## config.mk

```make
export PLATFORM = sky130hd
export DESIGN_NAME = polynomial_derivative_eval_flat
export DESIGN_NICKNAME = d
export VERILOG_FILES = /design/src/pde_pkg.sv /design/src/pde_stream_if.sv /design/src/pde_coef_store.sv /design/src/pde_mul.sv /design/src/polynomial_derivative_eval.sv /design/src/flat_wrapper.sv
export SDC_FILE = /design/constraint.sdc
export NUM_CORES = 2
export LEC_CHECK = 0
export BUFFER_PORTS_ARGS = -buffer_cell sky130_fd_sc_hd__buf_2
export CAP_MARGIN = 10
export CORE_MARGIN = 2
export CORE_UTILIZATION = 34
export DETAILED_ROUTE_END_ITERATION = 8
export GPL_TIMING_DRIVEN = 0
export HOLD_SLACK_MARGIN = 0.12
export SLEW_MARGIN = 20
export SYNTH_ARGS = -nofsm -noshare
export SYNTH_HDL_FRONTEND = slang
export SYNTH_SLANG_ARGS = --single-unit
```

## constraint.sdc

```tcl
create_clock -name clk -period 24.3 [get_ports clk]
set_input_delay 1.215 -clock clk [delete_from_list [all_inputs] [get_ports clk]]
set_output_delay 1.215 -clock clk [all_outputs]
set_load 0.02 [all_outputs]
```

## src/pde_pkg.sv

```systemverilog
// Shared types, constants and helpers for the polynomial derivative evaluator.
package pde_pkg;

	localparam int MAX_TERMS_DEF = 16;
	localparam int COEF_W        = 32;
	localparam int ORD_W         = 6;
	localparam int VAL_W         = 64;
	localparam int MUL_W         = 32;
	localparam int PROD_W        = 2 * MUL_W;
	localparam int MAG_W         = 72;

	// Magnitude cap: anything above 2^63 is marked by 2^63 + 1
	localparam logic [VAL_W-1:0] MAG_CAP = {1'b1, {(VAL_W-2){1'b0}}, 1'b1};
	localparam logic [VAL_W-1:0] MAG_MIN = {1'b1, {(VAL_W-1){1'b0}}};
	localparam logic [VAL_W-1:0] VAL_MAX = {1'b0, {(VAL_W-1){1'b1}}};

	typedef enum logic [3:0] {
		S_LOAD,
		S_CHECK,
		S_READ,
		S_FLO,
		S_FHI,
		S_FSUM,
		S_TERM,
		S_TLO,
		S_THI,
		S_TSUM,
		S_ADD,
		S_OUT
	} state_t;

	typedef struct packed {
		logic [MUL_W-1:0] a;
		logic [MUL_W-1:0] b;
	} mul_req_t;

	typedef struct packed {
		logic [VAL_W-1:0] value;
		logic             clip;
	} sat_res_t;

	// Sign and magnitude to signed 64 bits with saturation
	function automatic sat_res_t from_mag(input logic neg, input logic [MAG_W-1:0] mag);
		sat_res_t res;
		res.clip = 1'b0;
		if (neg) begin
			if (mag > {{(MAG_W-VAL_W){1'b0}}, MAG_MIN}) begin
				res.clip  = 1'b1;
				res.value = MAG_MIN;
			end else begin
				res.value = VAL_W'(~mag[VAL_W-1:0] + 1'b1);
			end
		end else begin
			if (mag > {{(MAG_W-VAL_W){1'b0}}, VAL_MAX}) begin
				res.clip  = 1'b1;
				res.value = VAL_MAX;
			end else begin
				res.value = mag[VAL_W-1:0];
			end
		end
		return res;
	endfunction

	// Saturating signed 64-bit add
	function automatic sat_res_t sat_add(input logic [VAL_W-1:0] a, input logic [VAL_W-1:0] b);
		sat_res_t          res;
		logic [VAL_W:0]    sum;
		sum = {a[VAL_W-1], a} + {b[VAL_W-1], b};
		res.clip = 1'b0;
		if (sum[VAL_W] != sum[VAL_W-1]) begin
			res.clip  = 1'b1;
			res.value = sum[VAL_W] ? MAG_MIN : VAL_MAX;
		end else begin
			res.value = sum[VAL_W-1:0];
		end
		return res;
	endfunction

endpackage

```

## src/pde_stream_if.sv

```systemverilog
// Valid/ready channel interfaces for coefficient words and result words.
interface pde_in_if;
	logic               valid;
	logic               ready;
	logic signed [31:0] coefficient;
	logic signed [31:0] eval_point;
	logic [5:0]         derivative_order;
	logic               is_last;

	modport source (output valid, coefficient, eval_point, derivative_order, is_last,
		input ready);
	modport sink (input valid, coefficient, eval_point, derivative_order, is_last,
		output ready);
endinterface

interface pde_out_if;
	logic               valid;
	logic               ready;
	logic signed [63:0] value;
	logic               saturated;

	modport source (output valid, value, saturated, input ready);
	modport sink (input valid, value, saturated, output ready);
endinterface

```

## src/pde_coef_store.sv

```systemverilog
// Coefficient memory: one write port, one registered read port.
module pde_coef_store #(
	parameter int DEPTH = pde_pkg::MAX_TERMS_DEF
) (
	input  logic                          clk,
	input  logic                          wr_en,
	input  logic [$clog2(DEPTH)-1:0]      wr_addr,
	input  logic [pde_pkg::COEF_W-1:0]    wr_data,
	input  logic [$clog2(DEPTH)-1:0]      rd_addr,
	output logic [pde_pkg::COEF_W-1:0]    rd_data
);
	import pde_pkg::*;

	logic [COEF_W-1:0] mem [DEPTH];

	always_ff @(posedge clk) begin
		if (wr_en) begin
			mem[wr_addr] <= wr_data;
		end
	end

	always_ff @(posedge clk) begin
		rd_data <= mem[rd_addr];
	end

endmodule

```

## src/pde_mul.sv

```systemverilog
// Shared 32x32 unsigned multiplier with registered product.
module pde_mul (
	input  logic                       clk,
	input  pde_pkg::mul_req_t          req,
	output logic [pde_pkg::PROD_W-1:0] prod
);
	import pde_pkg::*;

	always_ff @(posedge clk) begin
		prod <= PROD_W'(req.a) * PROD_W'(req.b);
	end

endmodule

```

## src/polynomial_derivative_eval.sv

```systemverilog
// Top level: coefficient loading, Horner sequencer and result register.
//
// Usage: coefficient words arrive on "items", highest degree first, one per
// cycle while ready is high. The word with is_last set also carries tau
// (eval_point) and the derivative order r, and starts evaluation; ready stays
// low until the result has been placed in the output register.
// Each result word on "results" holds the Q56.8 value and a saturated flag,
// which is also set when more than MAX_TERMS coefficients were loaded.
// All products go through one shared 32x32 multiplier with a registered
// output; each 64x32 product is built from a low and a high partial product
// and their sum. For every term of degree at least r, r such products build
// its falling factorial and one more does acc * tau.
// The output register holds a result until taken; loading of the next
// polynomial carries on meanwhile, but a further evaluation holds its result
// in the sequencer, with ready low, until the register is free.
// Reset clears the term count, the overflow mark, the output valid flag and the
// sequencer; the coefficient memory is not cleared.
module polynomial_derivative_eval #(
	parameter int MAX_TERMS = pde_pkg::MAX_TERMS_DEF
) (
	input  logic      clk,
	input  logic      arst_n,
	pde_in_if.sink    items,
	pde_out_if.source results
);
	import pde_pkg::*;

	localparam int AW   = (MAX_TERMS > 1) ? $clog2(MAX_TERMS) : 1;
	localparam int CW   = $clog2(MAX_TERMS + 1);
	localparam int CMPW = (CW > ORD_W) ? CW : ORD_W;

	state_t state_q, state_d;

	logic [CW-1:0]     count_q;
	logic              ovf_q;
	logic [CW-1:0]     i_q;
	logic [ORD_W-1:0]  r_q;
	logic [ORD_W-1:0]  steps_q;
	logic [AW-1:0]     fac_q;
	logic              tneg_q;
	logic [MUL_W-1:0]  tm_q;
	logic [VAL_W-1:0]  m_q;
	logic              negc_q;
	logic [VAL_W-1:0]  t_q;
	logic [VAL_W-1:0]  acc_q;
	logic [VAL_W-1:0]  am_q;
	logic              np_q;
	logic [PROD_W-1:0] plo_q;
	logic [VAL_W-1:0]  mt_q;
	logic              clip_q;
	logic              ov_q;
	logic [VAL_W-1:0]  value_q;
	logic              sat_q;

	logic              accept;
	logic              wr_en;
	logic [COEF_W-1:0] rd_data;
	mul_req_t          mreq;
	logic [PROD_W-1:0] prod;

	logic [CW-1:0]     n_full;
	logic              term_ok;
	logic              out_free;
	logic [COEF_W-1:0] cmag;
	logic [95:0]       fsum;
	logic [MAG_W-1:0]  tsum;
	logic              tcap;
	sat_res_t          term_fm;
	sat_res_t          tau_fm;
	sat_res_t          add_res;

	assign accept   = items.valid && items.ready;
	assign wr_en    = accept && (count_q < CW'(MAX_TERMS));
	assign out_free = !ov_q || results.ready;

	// degree of the term at i; only meaningful while i < count
	assign n_full  = count_q - CW'(1) - i_q;
	assign term_ok = (i_q < count_q) && (CMPW'(n_full) >= CMPW'(r_q));

	assign cmag = rd_data[COEF_W-1] ? (~rd_data + 1'b1) : rd_data;
	assign fsum = {prod, 32'b0} + {32'b0, plo_q};
	assign tcap = prod[PROD_W-1:55] != '0;
	assign tsum = {prod, 8'b0} + {{(MAG_W-40){1'b0}}, plo_q[PROD_W-1:24]};

	assign term_fm = from_mag(negc_q, {{(MAG_W-VAL_W){1'b0}}, m_q});
	assign tau_fm  = from_mag(np_q, tcap ? {{(MAG_W-VAL_W){1'b0}}, MAG_CAP} : tsum);
	assign add_res = sat_add(mt_q, t_q);

	pde_coef_store #(
		.DEPTH(MAX_TERMS)
	) u_store (
		.clk    (clk),
		.wr_en  (wr_en),
		.wr_addr(count_q[AW-1:0]),
		.wr_data(items.coefficient),
		.rd_addr(i_q[AW-1:0]),
		.rd_data(rd_data)
	);

	pde_mul u_mul (
		.clk (clk),
		.req (mreq),
		.prod(prod)
	);

	always_ff @(posedge clk or negedge arst_n) begin
		if (!arst_n) begin
			state_q <= S_LOAD;
		end else begin
			state_q <= state_d;
		end
	end

	always_comb begin
		state_d     = state_q;
		items.ready = 1'b0;
		mreq        = '0;
		unique case (state_q)
			S_LOAD: begin
				items.ready = 1'b1;
				if (items.valid && items.is_last) begin
					state_d = S_CHECK;
				end
			end
			S_CHECK: state_d = term_ok ? S_READ : S_OUT;
			S_READ:  state_d = (r_q == '0) ? S_TERM : S_FLO;
			S_FLO: begin
				mreq.a  = m_q[31:0];
				mreq.b  = MUL_W'(fac_q);
				state_d = S_FHI;
			end
			S_FHI: begin
				mreq.a  = m_q[63:32];
				mreq.b  = MUL_W'(fac_q);
				state_d = S_FSUM;
			end
			S_FSUM:  state_d = (steps_q == ORD_W'(1)) ? S_TERM : S_FLO;
			S_TERM:  state_d = S_TLO;
			S_TLO: begin
				mreq.a  = am_q[31:0];
				mreq.b  = tm_q;
				state_d = S_THI;
			end
			S_THI: begin
				mreq.a  = am_q[63:32];
				mreq.b  = tm_q;
				state_d = S_TSUM;
			end
			S_TSUM:  state_d = S_ADD;
			S_ADD:   state_d = S_CHECK;
			S_OUT: begin
				if (out_free) begin
					state_d = S_LOAD;
				end
			end
			default: state_d = S_LOAD;
		endcase
	end

	// control state
	always_ff @(posedge clk or negedge arst_n) begin
		if (!arst_n) begin
			count_q <= '0;
			ovf_q   <= 1'b0;
			ov_q    <= 1'b0;
		end else begin
			if (accept) begin
				if (wr_en) begin
					count_q <= count_q + CW'(1);
				end else begin
					ovf_q <= 1'b1;
				end
			end
			if (state_q == S_OUT && out_free) begin
				ov_q    <= 1'b1;
				count_q <= '0;
				ovf_q   <= 1'b0;
			end else if (ov_q && results.ready) begin
				ov_q <= 1'b0;
			end
		end
	end

	// datapath
	always_ff @(posedge clk) begin
		if (state_q == S_FHI || state_q == S_THI) begin
			plo_q <= prod;
		end
		case (state_q)
			S_LOAD: begin
				if (accept && items.is_last) begin
					tneg_q <= items.eval_point[31];
					tm_q   <= items.eval_point[31] ? (~items.eval_point + 1'b1)
						: items.eval_point;
					r_q    <= items.derivative_order;
					i_q    <= '0;
					acc_q  <= '0;
					clip_q <= 1'b0;
				end
			end
			S_READ: begin
				m_q     <= {24'b0, cmag, 8'b0};
				negc_q  <= rd_data[COEF_W-1];
				fac_q   <= n_full[AW-1:0];
				steps_q <= r_q;
			end
			S_FSUM: begin
				m_q     <= (fsum > {32'b0, MAG_CAP}) ? MAG_CAP : fsum[VAL_W-1:0];
				fac_q   <= fac_q - AW'(1);
				steps_q <= steps_q - ORD_W'(1);
			end
			S_TERM: begin
				t_q    <= term_fm.value;
				clip_q <= clip_q | term_fm.clip;
				am_q   <= acc_q[VAL_W-1] ? (~acc_q + 1'b1) : acc_q;
				np_q   <= acc_q[VAL_W-1] ^ tneg_q;
			end
			S_TSUM: begin
				mt_q   <= tau_fm.value;
				clip_q <= clip_q | tau_fm.clip | tcap;
			end
			S_ADD: begin
				acc_q  <= add_res.value;
				clip_q <= clip_q | add_res.clip;
				i_q    <= i_q + CW'(1);
			end
			S_OUT: begin
				if (out_free) begin
					value_q <= acc_q;
					sat_q   <= clip_q | ovf_q;
				end
			end
			default: ;
		endcase
	end

	assign results.valid     = ov_q;
	assign results.value     = value_q;
	assign results.saturated = sat_q;

	a_count_bound: assert property (@(posedge clk) disable iff (!arst_n)
		count_q <= CW'(MAX_TERMS))
		else $error("term count beyond store depth");

	a_busy_after_last: assert property (@(posedge clk) disable iff (!arst_n)
		(accept && items.is_last) |=> !items.ready)
		else $error("ready high after last word");

	a_result_posted: assert property (@(posedge clk) disable iff (!arst_n)
		(state_q == S_OUT && out_free) |=> (results.valid && count_q == '0 && !ovf_q))
		else $error("result not posted or load state not cleared");

	a_walk_bound: assert property (@(posedge clk) disable iff (!arst_n)
		(state_q != S_LOAD) |-> (i_q <= count_q))
		else $error("term index beyond count");

	a_fac_steps: assert property (@(posedge clk) disable iff (!arst_n)
		(state_q == S_FLO) |-> (steps_q != '0))
		else $error("factorial step with no steps left");

endmodule
```

## src/flat_wrapper.sv

```systemverilog
// flat-port wrapper written by rule: the top's interface ports become plain ports
module polynomial_derivative_eval_flat import pde_pkg::*;
#(
	parameter int MAX_TERMS = pde_pkg::MAX_TERMS_DEF
)
  (clk, arst_n, items_valid, items_coefficient, items_eval_point, items_derivative_order, items_is_last, items_ready, results_valid, results_value, results_saturated, results_ready);
  pde_in_if items_i ();
  pde_out_if results_i ();
  input  logic clk;
  input  logic arst_n;
  input wire logic [$bits(items_i.valid)-1:0] items_valid;
  input wire logic [$bits(items_i.coefficient)-1:0] items_coefficient;
  input wire logic [$bits(items_i.eval_point)-1:0] items_eval_point;
  input wire logic [$bits(items_i.derivative_order)-1:0] items_derivative_order;
  input wire logic [$bits(items_i.is_last)-1:0] items_is_last;
  output wire logic [$bits(items_i.ready)-1:0] items_ready;
  output wire logic [$bits(results_i.valid)-1:0] results_valid;
  output wire logic [$bits(results_i.value)-1:0] results_value;
  output wire logic [$bits(results_i.saturated)-1:0] results_saturated;
  input wire logic [$bits(results_i.ready)-1:0] results_ready;
  assign items_i.valid = items_valid;
  assign items_i.coefficient = items_coefficient;
  assign items_i.eval_point = items_eval_point;
  assign items_i.derivative_order = items_derivative_order;
  assign items_i.is_last = items_is_last;
  assign items_ready = items_i.ready;
  assign results_valid = results_i.valid;
  assign results_value = results_i.value;
  assign results_saturated = results_i.saturated;
  assign results_i.ready = results_ready;
  polynomial_derivative_eval #(.MAX_TERMS(MAX_TERMS)) u_core (.clk(clk), .arst_n(arst_n), .items(items_i), .results(results_i));
endmodule
```

==> flow_summary_export.csv <==
group,metric,value,unit
outcome,status,"finished, final reports clean",
cts,post_cts_buffers,0,
route,drt_iter0_markers,7668,
cts,cts_hold_buf,0,
cts,cts_resized,0,
worst_setup_path,path_class,"reg -> reg",
synth,synth-seq-cells,1125,
route,wl_per_cell,30.2,microns
route,drtAntennaViolNets,0,
power_and_ir_drop,p_clk_frac,0.199,
floorplan,die_h,506,microns
sta,setup-tns-final,0,ns
synth,synth_edf_count,1018,
final_layout,area_growth,12.4,%
cts,cts_sinks,1125,
worst_setup_path,reg2regPathDepth,36,
floorplan,die_area,256000,sq um
worst_setup_path,crit_required,24.96,ns
worst_setup_path,crit_fanout,10,
synth,syn_inst,7824,
final_layout,drive_gt1_frac,0.0862,
worst_setup_path,end_kind,"flip-flop",
power_and_ir_drop,vdd_drop_max,0.0909,mV
power_and_ir_drop,powerDensity,105,nW/um^2
global_routing,grt_use_total,0.272,
sta,rsz0062_at_grt,"no",
synth,seq_area_frac_synth,0.383,
synth,synth_top_cell_area_share,0.357,
floorplan,die_width,506,microns
cts,cts_inserted_buffers,130,
floorplan,initial_core_util,0.341,
global_routing,grt_pass1_wl,493,mm
synth,avgSynthCellArea,10.9,sq um
route,wl,350,mm
worst_setup_path,critPathBufInv,10,
power_and_ir_drop,comb_power_share,0.516,
synth,async_flop_share,0.00978,
power_and_ir_drop,switching_power,0.00501,W
worst_setup_path,arrival,14.78,ns
synth,ys_top_cells_by_area,"edfxtp_1 (36%), fa_1 (21%), ha_1 (5.6%)",
worst_setup_path,r2r-start,"u_core.state_q[3]$_DFFE_PN0P_",
route,drt-pass1-iter-count,6,
place,io_buffer_count,141,
sta,min_period,14.13,ns
worst_setup_path,cp_common_cell,"fa_1",
global_routing,grt_pass1_vias,64000,
place,pre_cts_slack,10.59,ns
synth,netlist_area,85600,sq um
worst_setup_path,r2r_slack,10.17,ns
synth,yosysWarningCount,0,
sta,setup_viol,0,
worst_setup_path,crit_slowest_cell,"a2111oi_0",
worst_setup_path,crit_path_start_kind,"flip-flop",
synth,synth_top_cell_by_area,"edfxtp_1",
sta,fmax,70.8,MHz
synth,synth_top_flop_cell,"edfxtp_1",
sta,skew,0.105,ns
route,via_per_inst,5.59,
floorplan,io_pins,142,
power_and_ir_drop,leakagePower,38.0,nW
cts,cts_max_path_buffers,3,
worst_setup_path,path_depth,36,
floorplan,rows,184,
synth,synthesis.nets,9183,
power_and_ir_drop,internal_power,0.00506,W
sta,period_share,0.581,
cts,cts-root-buf,"clkbuf_16",
global_routing,grt_max_degree,55,
flow_run,cap_violations,0,
sta,worst_pin_slew,1.32,ns
route,drc,0,
sta,slew_viol_final,0,
cts,cts_tree,"yes",
worst_hold_path,min_path_type,"in -> async",
route,vias,65000,
worst_setup_path,cp_top_family,"adder cells",
worst_setup_path,r2r_end,"u_core.u_mul.prod[60]$_DFF_P_",
place,finalWeightedCongestion,1.03,
sta,finalHoldViolations,0,
sta,setup_slack,10.17,ns
final_layout,fin_nets,9516,
sta,relSlewSlack,0.117,
synth,yosys-top-cells-count,"edfxtp_1 (1018), inv_1 (1000), fa_1 (899)",
power_and_ir_drop,p_sw_frac,0.497,
worst_setup_path,crit_path_max_incr_delay,1.01,ns
floorplan,core,251000,sq um
cts,clk_pin_slew,0.06,ns
power_and_ir_drop,seqPwrFrac,0.284,
synth,synth_cell_type_count,100,
place,hpwl,283,mm
cts,clock_latency,0.85,ns
global_routing,grt_overflow,0,
global_routing,antenna_found_initial,40,
synth,yosysMostFrequentCell,"edfxtp_1",
cts,htreeDepth,4,
final_layout,nFillCells,24600,
[kinds of logic (layout without fill, tap and decap cells)]
logic type      count (synthesis)  count (layout)  synth area share
fa+ha+maj                    1284            1284             0.266
buf+inv                      1417            1852            0.0624
other cells                     0              12                 0
xor+xnor                      315             315            0.0322
flops                        1125            1125             0.383
compound gates               1206            1206            0.0916
mux                           179             179            0.0444
simple gates                 2298            2298             0.120
[sequential cells by signal (all words and copies together) (netlist names), 6 cells and up]
register	count
u_core.acc_q	64
u_core.am_q	64
u_core.m_q	64
u_core.mt_q	64
u_core.plo_q	64
u_core.r_q	6
u_core.results.value	64
u_core.steps_q	6
u_core.t_q	64
u_core.tm_q	32
u_core.u_mul.prod	64
u_core.u_store.mem	512
u_core.u_store.rd_data	32
[per-layer routing]
layer / track usage / part of all wire
met5: 0 / 0.00063
met4: 0.105 / 0.046
met3: 0.0575 / 0.088
met2: 0.415 / 0.44
met1: 0.377 / 0.42
[power groups by stage]
| stage | clock [W] | sequential (W) | combinational, W |
|---|---|---|---|
| 6_report | 0.00201 | 0.00287 | 0.00520 |
| 5_1_grt | 0.00211 | 0.00287 | 0.00548 |
| 4_1_cts | 0.00204 | 0.00285 | 0.00507 |
| 3_5_place_dp | 0 | 0.00289 | 0.00504 |
| 3_3_place_gp | 0 | 0.00292 | 0.00497 |
| 2_1_floorplan | 0 | 0.00271 | 0.00281 |
[layout make-up]
type	instances	area, sq um	share of cell area
sequential	1125	32800	0.340
antenna	12	30.0	0.000312
tap	3348	4190	0.0435
inverter	1001	3760	0.0390
clock buffer	159	3390	0.0352
multi-input combinational	5282	47700	0.495
timing repair buffer	201	1720	0.0178
clock inverter	75	1070	0.0111
buffer	416	1650	0.0171
[through the flow]
step | total power [W] | hold slack (ns) | instance area (sq um) | std cells | util
final | 0.0101 | 0.313 | 96200 | 11600 | 0.384
after global routing | 0.0105 | 0.307 | 96200 | 11600 | 0.383
after CTS | 0.00997 | 0.278 | 96200 | 11600 | 0.383
after detailed placement | 0.00793 | 0.446 | 91700 | 11400 | 0.366
after global placement | 0.00789 | 0.440 | 90500 | 11300 | 0.361
after floorplan | 0.00551 | 0.406 | 85600 | 7824 | -
[layout by cell type (no fill, tap or decap), types with 50 or more instances in the layout]
cell       count
edfxtp_1    1018
o31ai_1       64
a21oi_1      294
nand2_1      779
mux4_2       160
clkbuf_16    130
or3_1         67
o21ai_0      296
dfxtp_1       96
nor2_1       813
inv_1       1000
clkbuf_1     351
a22oi_1       78
fa_1         899
and2_1        78
nand3_1      107
a21o_1        96
xor2_1       116
nor3_1       107
ha_1         385
buf_2        159
xnor2_1      199
and3_1        50
[worst max-delay path by stage]
| stage | from | end |
|---|---|---|
| floorplan | u_core.state_q[2]$_DFFE_PN0P_ | u_core.u_mul.prod[60]$_DFF_P_ |
| global placement | u_core.state_q[2]$_DFFE_PN0P_ | u_core.u_mul.prod[60]$_DFF_P_ |
| detailed placement | u_core.state_q[3]$_DFFE_PN0P_ | u_core.u_mul.prod[60]$_DFF_P_ |
| CTS | u_core.state_q[3]$_DFFE_PN0P_ | u_core.u_mul.prod[60]$_DFF_P_ |
| global route | u_core.state_q[3]$_DFFE_PN0P_ | u_core.u_mul.prod[60]$_DFF_P_ |
| finish | u_core.state_q[3]$_DFFE_PN0P_ | u_core.u_mul.prod[60]$_DFF_P_ |
Power figures use the tool's default switching activity.
